File: src/rtl/dtbc_pkg.sv
package dtbc_pkg;

  localparam int DefaultRounds = 16;
  localparam int MaxRounds = 16;
  localparam int BlockWidth = 64;
  localparam int CfgIndexWidth = 2;

  localparam logic [CfgIndexWidth-1:0] RegKeyOne = 2'd0;
  localparam logic [CfgIndexWidth-1:0] RegKeyTwo = 2'd1;
  localparam logic [CfgIndexWidth-1:0] RegKeyThree = 2'd2;
  localparam logic [CfgIndexWidth-1:0] RegTripleEnable = 2'd3;

  localparam logic [7:0] TabIp [64] = '{
    58,50,42,34,26,18,10,2, 60,52,44,36,28,20,12,4,
    62,54,46,38,30,22,14,6, 64,56,48,40,32,24,16,8,
    57,49,41,33,25,17,9,1, 59,51,43,35,27,19,11,3,
    61,53,45,37,29,21,13,5, 63,55,47,39,31,23,15,7};
  localparam logic [7:0] TabFp [64] = '{
    40,8,48,16,56,24,64,32, 39,7,47,15,55,23,63,31,
    38,6,46,14,54,22,62,30, 37,5,45,13,53,21,61,29,
    36,4,44,12,52,20,60,28, 35,3,43,11,51,19,59,27,
    34,2,42,10,50,18,58,26, 33,1,41,9,49,17,57,25};
  localparam logic [7:0] TabE [48] = '{
    32,1,2,3,4,5, 4,5,6,7,8,9, 8,9,10,11,12,13, 12,13,14,15,16,17,
    16,17,18,19,20,21, 20,21,22,23,24,25, 24,25,26,27,28,29, 28,29,30,31,32,1};
  localparam logic [7:0] TabP [32] = '{
    16,7,20,21,29,12,28,17, 1,15,23,26,5,18,31,10,
    2,8,24,14,32,27,3,9, 19,13,30,6,22,11,4,25};
  localparam logic [7:0] TabPc1 [56] = '{
    57,49,41,33,25,17,9, 1,58,50,42,34,26,18, 10,2,59,51,43,35,27,
    19,11,3,60,52,44,36, 63,55,47,39,31,23,15, 7,62,54,46,38,30,22,
    14,6,61,53,45,37,29, 21,13,5,28,20,12,4};
  localparam logic [7:0] TabPc2 [48] = '{
    14,17,11,24,1,5, 3,28,15,6,21,10, 23,19,12,4,26,8, 16,7,27,20,13,2,
    41,52,31,37,47,55, 30,40,51,45,33,48, 44,49,39,56,34,53, 46,42,50,36,29,32};
  localparam logic [1:0] TabRot [16] = '{1,1,2,2,2,2,2,2,1,2,2,2,2,2,2,1};
  localparam logic [3:0] TabS [8][64] = '{
    '{14,4,13,1,2,15,11,8,3,10,6,12,5,9,0,7, 0,15,7,4,14,2,13,1,10,6,12,11,9,5,3,8,
      4,1,14,8,13,6,2,11,15,12,9,7,3,10,5,0, 15,12,8,2,4,9,1,7,5,11,3,14,10,0,6,13},
    '{15,1,8,14,6,11,3,4,9,7,2,13,12,0,5,10, 3,13,4,7,15,2,8,14,12,0,1,10,6,9,11,5,
      0,14,7,11,10,4,13,1,5,8,12,6,9,3,2,15, 13,8,10,1,3,15,4,2,11,6,7,12,0,5,14,9},
    '{10,0,9,14,6,3,15,5,1,13,12,7,11,4,2,8, 13,7,0,9,3,4,6,10,2,8,5,14,12,11,15,1,
      13,6,4,9,8,15,3,0,11,1,2,12,5,10,14,7, 1,10,13,0,6,9,8,7,4,15,14,3,11,5,2,12},
    '{7,13,14,3,0,6,9,10,1,2,8,5,11,12,4,15, 13,8,11,5,6,15,0,3,4,7,2,12,1,10,14,9,
      10,6,9,0,12,11,7,13,15,1,3,14,5,2,8,4, 3,15,0,6,10,1,13,8,9,4,5,11,12,7,2,14},
    '{2,12,4,1,7,10,11,6,8,5,3,15,13,0,14,9, 14,11,2,12,4,7,13,1,5,0,15,10,3,9,8,6,
      4,2,1,11,10,13,7,8,15,9,12,5,6,3,0,14, 11,8,12,7,1,14,2,13,6,15,0,9,10,4,5,3},
    '{12,1,10,15,9,2,6,8,0,13,3,4,14,7,5,11, 10,15,4,2,7,12,9,5,6,1,13,14,0,11,3,8,
      9,14,15,5,2,8,12,3,7,0,4,10,1,13,11,6, 4,3,2,12,9,5,15,10,11,14,1,7,6,0,8,13},
    '{4,11,2,14,15,0,8,13,3,12,9,7,5,10,6,1, 13,0,11,7,4,9,1,10,14,3,5,12,2,15,8,6,
      1,4,11,13,12,3,7,14,10,15,6,8,0,5,9,2, 6,11,13,8,1,4,10,7,9,5,0,15,14,2,3,12},
    '{13,2,8,4,6,15,11,1,10,9,3,14,5,0,12,7, 1,15,13,8,10,3,7,4,12,5,6,11,0,14,9,2,
      7,11,4,1,9,12,14,2,0,6,10,13,15,3,5,8, 2,1,14,7,4,10,8,13,15,12,9,0,3,5,6,11}};

  function automatic logic [63:0] ip_fn(input logic [63:0] x);
    logic [63:0] r;
    for (int i = 0; i < 64; i++) r[63-i] = x[64 - int'(TabIp[i])];
    return r;
  endfunction

  function automatic logic [63:0] fp_fn(input logic [63:0] x);
    logic [63:0] r;
    for (int i = 0; i < 64; i++) r[63-i] = x[64 - int'(TabFp[i])];
    return r;
  endfunction

  function automatic logic [55:0] pc1_fn(input logic [63:0] k);
    logic [55:0] r;
    for (int i = 0; i < 56; i++) r[55-i] = k[64 - int'(TabPc1[i])];
    return r;
  endfunction

  function automatic logic [47:0] pc2_fn(input logic [55:0] cd);
    logic [47:0] r;
    for (int i = 0; i < 48; i++) r[47-i] = cd[56 - int'(TabPc2[i])];
    return r;
  endfunction

  function automatic logic [27:0] rot28(input logic [27:0] v, input logic [1:0] s);
    logic [27:0] r;
    if (s == 2'd2) r = {v[25:0], v[27:26]};
    else r = {v[26:0], v[27]};
    return r;
  endfunction

  // Subkey n for a key, built from the constant rotation schedule of rounds 0 to n
  function automatic logic [47:0] subkey_fn(input logic [63:0] key, input int n);
    logic [55:0] cd;
    logic [27:0] c;
    logic [27:0] d;
    cd = pc1_fn(key);
    c = cd[55:28];
    d = cd[27:0];
    for (int i = 0; i < 16; i++) begin
      if (i <= n) begin
        c = rot28(c, TabRot[i]);
        d = rot28(d, TabRot[i]);
      end
    end
    return pc2_fn({c, d});
  endfunction

  function automatic logic [31:0] feistel_fn(input logic [31:0] r, input logic [47:0] k);
    logic [47:0] x;
    logic [31:0] s;
    logic [31:0] p;
    logic [5:0] six;
    for (int i = 0; i < 48; i++) x[47-i] = r[32 - int'(TabE[i])];
    x = x ^ k;
    for (int b = 0; b < 8; b++) begin
      six = x[47-6*b -: 6];
      s[31-4*b -: 4] = TabS[b][{six[5], six[0], six[4:1]}];
    end
    for (int i = 0; i < 32; i++) p[31-i] = s[32 - int'(TabP[i])];
    return p;
  endfunction

endpackage

File: src/rtl/dtbc_round.sv
module dtbc_round
  import dtbc_pkg::*;
(
  input  logic        clk,
  input  logic        rst,
  input  logic        advance,
  input  logic        valid_in,
  input  logic [31:0] left_in,
  input  logic [31:0] right_in,
  input  logic        dec_in,
  input  logic [47:0] key_enc,
  input  logic [47:0] key_dec,
  output logic        valid,
  output logic [31:0] left,
  output logic [31:0] right,
  output logic        dec
);

  logic [47:0] key_sel;

  assign key_sel = dec_in ? key_dec : key_enc;

  always_ff @(posedge clk) begin
    if (rst) begin
      valid <= 1'b0;
    end else if (advance) begin
      valid <= valid_in;
    end
  end

  always_ff @(posedge clk) begin
    if (advance) begin
      left  <= right_in;
      right <= left_in ^ feistel_fn(right_in, key_sel);
      dec   <= dec_in;
    end
  end

endmodule

File: config.mk
export PLATFORM = sky130hd
export DESIGN_NAME = dtbc_round
export DESIGN_NICKNAME = d
export VERILOG_FILES = /design/src/rtl/dtbc_pkg.sv /design/src/rtl/dtbc_round.sv
export SDC_FILE = /design/constraint.sdc
export NUM_CORES = 1
export LEC_CHECK = 0
export ABC_AREA = 1
export CAP_MARGIN = 15
export CORE_MARGIN = 2
export CORE_UTILIZATION = 30
export CTS_BUF_LIST = sky130_fd_sc_hd__clkbuf_4 sky130_fd_sc_hd__clkbuf_8
export DETAILED_ROUTE_END_ITERATION = 8
export DONT_BUFFER_PORTS = 1
export GPL_TIMING_DRIVEN = 0
export PLACE_DENSITY = 0.51
export SYNTH_ARGS = -nofsm -noshare
export SYNTH_HDL_FRONTEND = slang
export SYNTH_SLANG_ARGS = --single-unit
File: constraint.sdc
create_clock -name clk -period 2.6 [get_ports clk]
set_input_delay 0.26 -clock clk [delete_from_list [all_inputs] [get_ports clk]]
set_output_delay 0.26 -clock clk [all_outputs]
set_load 0.01 [all_outputs]
==> results.md, run 1 <==
* Fin. max-slew vios at 0
* CP delay by family, top: simple AND/OR/NAND/NOR gates
* DR pass1 iterations at 6
* Slew headroom at 59.2%
* PortBufs at 0
* Fin crit share at 90.5%
* CTS root buf: clkbuf_8
* Layout net count at 1856
* CTS tree: done
* Status: completed
* Crit path max fanout at 10
* Cells after Synth at 1583
* Worst EP required at 2.75 ns
* Syn_nets at 1810
* Max Cap Viol at 0
* Syn Std Cell Area at 9040 sq um
* Area grow syn2layout at 11.3%
* Dpl hpwl at 24800 microns
* Achievable frequency at 425 MHz
* DP Area at 9530 sq um
* Largest net degree at the start of global routing at 66
* HP Class: in -> reg
* PwrDens at 441 nW/um^2
* Hold_ws at 0.0442 ns
* Critical path cell sequence: buf_4, buf_6, buf_4, nand2_1, nand3_1, nand2_1, ha_2, inv_1, nand2_1, o21ai_0, nand2_1, nand3_1, nand3_1, nand2_1, nand2_1, nand2_1
* CTS clock-pin slew for the worst setup and hold paths at 0.09 ns
* IO Pins at 231
* Seq/Total Area, Yosys at 21.8%
* Clk_skew at 0 ns
* Num CTS Buffers at 9
* Sequential fraction of design power at 33.0%
* Top cell by count, worst path: nand2_1
* Gr usage total at 20.4%
* Most frequent cells in the layout: 739 x nand2_1, 415 x nand3_1, 177 x inv_1
* Clk buf depth at 2
* Core Region at 29600 sq um
* Commonest non-fill, non-tap cell in the layout: nand2_1
* Die height at 178 microns
* Crit path arrival time at 2.50 ns
* Post-CTS setup repair buffer count at 0
* Post-layout minimum cycle time at 2.35 ns
* Post-detailed-route count of antenna-violating nets at 0
* # H-tree levels at 3
* First-pass GRT wire length at 49700 microns
* Clk Latency, worst-skew pair at 0.39 ns
* Worst Path Buf+Inv at 4
* Crit path largest cell delay at 0.44 ns
* Fraction of layout cells with a size suffix above 1 at 4.90%
* Yosys warns at 0
* VDD IR max at 0.000192 V
* DR iter-0 viols at 822
* Crit Path Class: in -> reg
* Final setup viols at 0
* Initial Util at 30.5%
* Pleak at 5.52 nW
* Final Hold Fails at 0
* Die width at 178 microns
* RSZ-0062 raised after global routing: no
* Combinational power share at 48.6%
* Worst Setup End Kind: flip-flop
* Clock group share of total power at 18.4%
* Mapped Avg Cell Area at 5.71 sq um
* Count of state elements after synthesis at 66
* WL final at 32200 microns
* # diodes at 0
* Vias in the first global route at 9284
* Vias at 10171
* Slew at the pin with the worst max-slew slack at 0.610 ns
* GPL Wtd Cong at 0.918
* Switching Share at 45.9%
* Drt wl/cell at 15.9 microns
* Cell Int Power at 0.00240 W
* Sw power at 0.00204 W
* Grt total ovfl at 0
* Via-per-instance ratio at 5.03
* Clock Sinks at 66
* Worst setup SP type: input port
* Row count at 63
* Post-route DRC at 0
* Synth cell types at 22
* Finished Cell Area at 10100 sq um
* Crit-path slowest cell: ha_2
* Antenna violations before repair at 0
* Die ar. at 31600 sq um
-- registers in the layout (all words and copies together) (netlist names) --
name and count:
left 32, dec 1, right 32, valid 1
-- cell type report --
class | instances | area (sq um)
multi-input combinational | 1289 | 6130
fill | 3276 | 19600
clock inverter | 7 | 36.3
tap | 390 | 488
inverter | 183 | 687
sequential | 66 | 1970
timing repair buffer | 36 | 378
clock buffer | 9 | 124
buffer | 44 | 258
-- cell families (layout without fill, tap and decap cells) --
kind of cell | Yosys count | count (layout) | synth area share [%]
fa+ha+maj | 62 | 62 | 8.58
flops | 66 | 66 | 21.8
buf+inv | 228 | 279 | 10.5
mux | 1 | 1 | 0.111
xor+xnor | 11 | 11 | 1.81
compound gates | 27 | 27 | 1.49
simple gates | 1188 | 1188 | 55.7
-- layer usage --
metal	wire, microns	global-route usage (%)
met5	0	0
met4	363	4.37
met3	2490	4.78
met2	15000	34.3
met1	14300	26.5
-- synthesized netlist by cell type --
| cell | count | area [sq um] |
|---|---|---|
| a21oi_1 | 6 | 30.0 |
| buf_2 | 33 | 165 |
| buf_4 | 8 | 60.1 |
| buf_6 | 3 | 33.8 |
| clkbuf_1 | 1 | 3.75 |
| dfxtp_1 | 1 | 20.0 |
| edfxtp_1 | 65 | 1950 |
| ha_1 | 62 | 776 |
| inv_1 | 177 | 664 |
| inv_2 | 6 | 22.5 |
| mux2i_1 | 1 | 10.0 |
| nand2_1 | 739 | 2770 |
| nand2_2 | 5 | 31.3 |
| nand3_1 | 415 | 2080 |
| nand3b_1 | 10 | 75.1 |
| nand4_1 | 2 | 12.5 |
| nor2_1 | 15 | 56.3 |
| o21ai_0 | 14 | 70.1 |
| o21ai_1 | 7 | 35.0 |
| or2_2 | 2 | 12.5 |
| xor2_1 | 2 | 17.5 |
| xor2_2 | 9 | 146 |
-- worst register-to-register path: stages (launching register included) --
cell,delay (ns)
dfxtp_1,0.35
mux2i_1,0.13
nor2_1,0.05
dlygate4sd3_1,0.54
-- stage by stage --
stage / std cells / setup TNS (ns) / util, % / setup WS [ns] / power [W]
floorplan: 1583 / 0 / - / 0.434 / 0.00308
global placement: 1973 / -2.84 / 32.2 / -0.415 / 0.00358
detailed placement: 1973 / -2.77 / 32.2 / -0.375 / 0.00357
CTS: 2025 / 0 / 34.0 / 0.0523 / 0.00450
global route: 2024 / 0 / 34.0 / 0.0346 / 0.00487
finish: 2024 / 0 / 34.0 / 0.248 / 0.00444
-- worst paths after layout --
path / start / to / slack, ns / cells after the start
max: dec_in / right[25] / 0.25 / 16
min: left_in[4] / right[4] / 0.04 / 2
max reg2reg: valid / valid / 1.43 / 3
min reg2reg: valid / valid / 1.11 / 3
-- power by group through the flow --
stage	registers (W)	logic, W	clock network (W)
3_3_place_gp	0.00149	0.00209	0
5_1_grt	0.00148	0.00249	0.000900
4_1_cts	0.00147	0.00216	0.000870
6_report	0.00146	0.00216	0.000819
2_1_floorplan	0.00147	0.00161	0
3_5_place_dp	0.00149	0.00208	0
-- repair_timing --
item | in CTS | in global routing
setup endpoints to repair | 0 | 5
hold endpoints to repair | 99 | 0
resized for setup | 0 | 1
hold buffers | 36 | 0
Power figures use the tool's default switching activity.
==> run 2, diff against run 1 <==
--- a/config.mk
+++ b/config.mk
@@ -14,6 +14,7 @@
 export DONT_BUFFER_PORTS = 1
 export GPL_TIMING_DRIVEN = 0
 export PLACE_DENSITY = 0.51
+export RECOVER_POWER = 25
 export SYNTH_ARGS = -nofsm -noshare
 export SYNTH_HDL_FRONTEND = slang
 export SYNTH_SLANG_ARGS = --single-unit
==> run 2 against run 1 <==
  * The run now ends with max-capacitance violations, max-slew violations left
  * Maximum frequency hardly changed
  * Count of clock-buffer cells in the layout stayed put
  * Hold slack hardly changed
  * Wire length hardly changed
  * Final cell count stayed put
  * Sequential cell count stayed put
  * Largest power group unchanged
  * Clock power hardly changed
  * Critical path type unchanged
  * First-iteration DRC count is 0.12% lower
  * Worst setup slack hardly changed
  * Highest routed layer unchanged
  * Non-clock buffer count stayed put
  * Sequential share of layout area hardly changed
==> results.md, run 2 (synthesis gave the netlist of run 1 again) <==
* WL final at 32200 microns (about the same)
* Hold-critical path depth at 2 (unchanged)
* # H-tree levels at 3 (unchanged)
* Area grow syn2layout at 11.1%
* Top sig layer: met4
* Worst setup SP type: input port
* CTS tree: done
* Metal3 WL at 2500 microns (+0.16%)
* Pleak at 5.51 nW (-0.15%)
* Fin. max-slew vios at 66 (+66)
* Multi-input combinational cell area at 6130 sq um (unchanged)
* Failing checks: max-capacitance violations, max-slew violations
* Worst Setup End Kind: flip-flop
* HP Class: in -> reg
* Worst Path Buf+Inv at 4 (unchanged)
* IO Pins at 231 (unchanged)
* Clk Latency, worst-skew pair at 0.39 ns (about the same)
* Num CTS Buffers at 9 (unchanged)
* Die width at 178 microns (unchanged)
* Max Cap Viol at 1 (+1)
* Total negative slack at 0 ns (unchanged)
* Slew headroom at -25.4% (-85 points)
* Crit-path slowest cell: ha_2
* Final setup viols at 0 (unchanged)
* Crit path arrival time at 2.50 ns (about the same)
* Final Hold Fails at 0 (unchanged)
* Core Region at 29600 sq um (unchanged)
* Post-route DRC at 0 (unchanged)
* Antenna violations before repair at 0 (unchanged)
* Post-layout minimum cycle time at 2.35 ns (+0.00000400 ns)
* Fraction of layout cells with a size suffix above 1 at 4.90% (unchanged)
* PortBufs at 0 (unchanged)
* Crit path max fanout at 10 (unchanged)
* Worst EP required at 2.75 ns (about the same)
* Commonest non-fill, non-tap cell in the layout: nand2_1
* CTS clock-pin slew for the worst setup and hold paths at 0.09 ns (about the same)
* Crit path largest cell delay at 0.44 ns (about the same)
* Achievable frequency at 425 MHz (about the same)
* Most frequent cells in the layout: 739 x nand2_1, 415 x nand3_1, 177 x inv_1
* Drt wl/cell at 15.9 microns (about the same)
* Dpl hpwl at 24800 microns (unchanged)
* Status: finished, violations left
* Die height at 178 microns (unchanged)
* Clk buf depth at 2 (unchanged)
* Fin crit share at 90.5% (about the same)
* CP delay by family, top: simple AND/OR/NAND/NOR gates
* R2R depth at 3 (unchanged)
* # diodes at 0 (unchanged)
* Top cell by count, worst path: nand2_1
* Vias at 10171 (unchanged)
* Layout net count at 1856 (unchanged)
* Clock Sinks at 66 (unchanged)
* Critical Path Stages at 16 (unchanged)
* Vias in the first global route at 9284 (unchanged)
* Hold_ws at 0.0442 ns (+0.00000390 ns)
* Critical path cell sequence: buf_4, buf_6, buf_4, nand2_1, nand3_1, nand2_1, ha_2, inv_1, nand2_1, o21ai_0, nand2_1, nand3_1, nand3_1, nand2_1, nand2_1, nand2_1
* VDD IR max at 0.000192 V (about the same)
* Post-CTS setup repair buffer count at 0 (unchanged)
* Largest net degree at the start of global routing at 66 (unchanged)
* PwrDens at 442 nW/um^2 (+0.19%)
* Slew at the pin with the worst max-slew slack at 1.88 ns (+1.27 ns)
* M1 WL at 14300 microns (about the same)
* R2r setup slk at 1.43 ns (about the same)
* Clk_skew at 0 ns (unchanged)
* Crit Path Class: in -> reg
* Register area at 1970 sq um (unchanged)
* Largest regs: left (32), right (32)
* Initial Util at 30.5% (unchanged)
* Row count at 63 (unchanged)
* First-pass GRT wire length at 49700 microns (unchanged)
* Via-per-instance ratio at 5.03 (unchanged)
* FILL cells at 3279 (+0.092%)
* Post-detailed-route count of antenna-violating nets at 0 (unchanged)
* GPL Wtd Cong at 0.918 (unchanged)
* Gr usage total at 20.4% (unchanged)
* RSZ-0062 raised after global routing: no
* DR pass1 iterations at 6 (unchanged)
* DR WL met2 at 15000 microns (about the same)
* Grt total ovfl at 0 (unchanged)
* CTS root buf: clkbuf_8
* Die ar. at 31600 sq um (unchanged)
* DR iter-0 viols at 821 (-0.12%)
## run 2: changes by cell type in the layout (fill, tap and decap cells not counted)
cell	previous run	this run
buf_16	1	0
clkbuf_2	0	1
## run 2: layer usage
| metal | up-vias | GRT usage (%) |
|---|---|---|
| met4 | 0 | 4.37 |
| met2 | 373 | 34.3 |
| li1 | 5183 | - |
| met5 | - | 0 |
| met1 | 4596 | 26.5 |
| met3 | 19 | 4.78 |
## run 2: cell type report
class,instances,share of cell area (%)
inverters,183,6.84
plain buffers,44,2.57
multi-input cells,1289,61.0
well taps,390,4.86
clock inverters,7,0.361
clock buffers,9,1.23
flip-flops and latches,66,19.6
repair buffers,36,3.54
## run 2: worst reg2reg max path, stage by stage, from the launching register on
cell and delay (ns):
dfxtp_1 0.35, mux2i_1 0.13, nor2_1 0.05, dlygate4sd3_1 0.54
## run 2: worst paths after layout
check / start / end
max: dec_in / right[25]
min: left_in[4] / right[4]
max reg2reg: valid / valid
min reg2reg: valid / valid
## run 2: through the flow
step / setup WS (ns) / std cells / total power, W / instance area [sq um] / util [%]
final: 0.248 / 2024 / 0.00444 / 10000 / 33.9
after global placement: -0.415 / 1973 / 0.00358 / 9530 / 32.2
after detailed placement: -0.375 / 1973 / 0.00357 / 9530 / 32.2
after floorplan: 0.434 / 1583 / 0.00308 / 9040 / -
after CTS: 0.0523 / 2025 / 0.00450 / 10100 / 34.0
after global routing: 0.0346 / 2024 / 0.00487 / 10000 / 33.9
## run 2: what timing repair did
item / CTS / global route
hold endpoints to repair: 99 / 0
resized for setup: 0 / 1
setup endpoints to repair: 0 / 5
hold buffers: 36 / 0
## run 2: report_power, final
| group | internal, W | total [W] | switching, W | leakage [nW] |
|---|---|---|---|---|
| clock | 0.000333 | 0.000819 | 0.000486 | 0.0775 |
| combinational | 0.000720 | 0.00216 | 0.00144 | 4.79 |
| sequential | 0.00135 | 0.00147 | 0.000117 | 0.643 |
| total | 0.00240 | 0.00444 | 0.00204 | 5.51 |
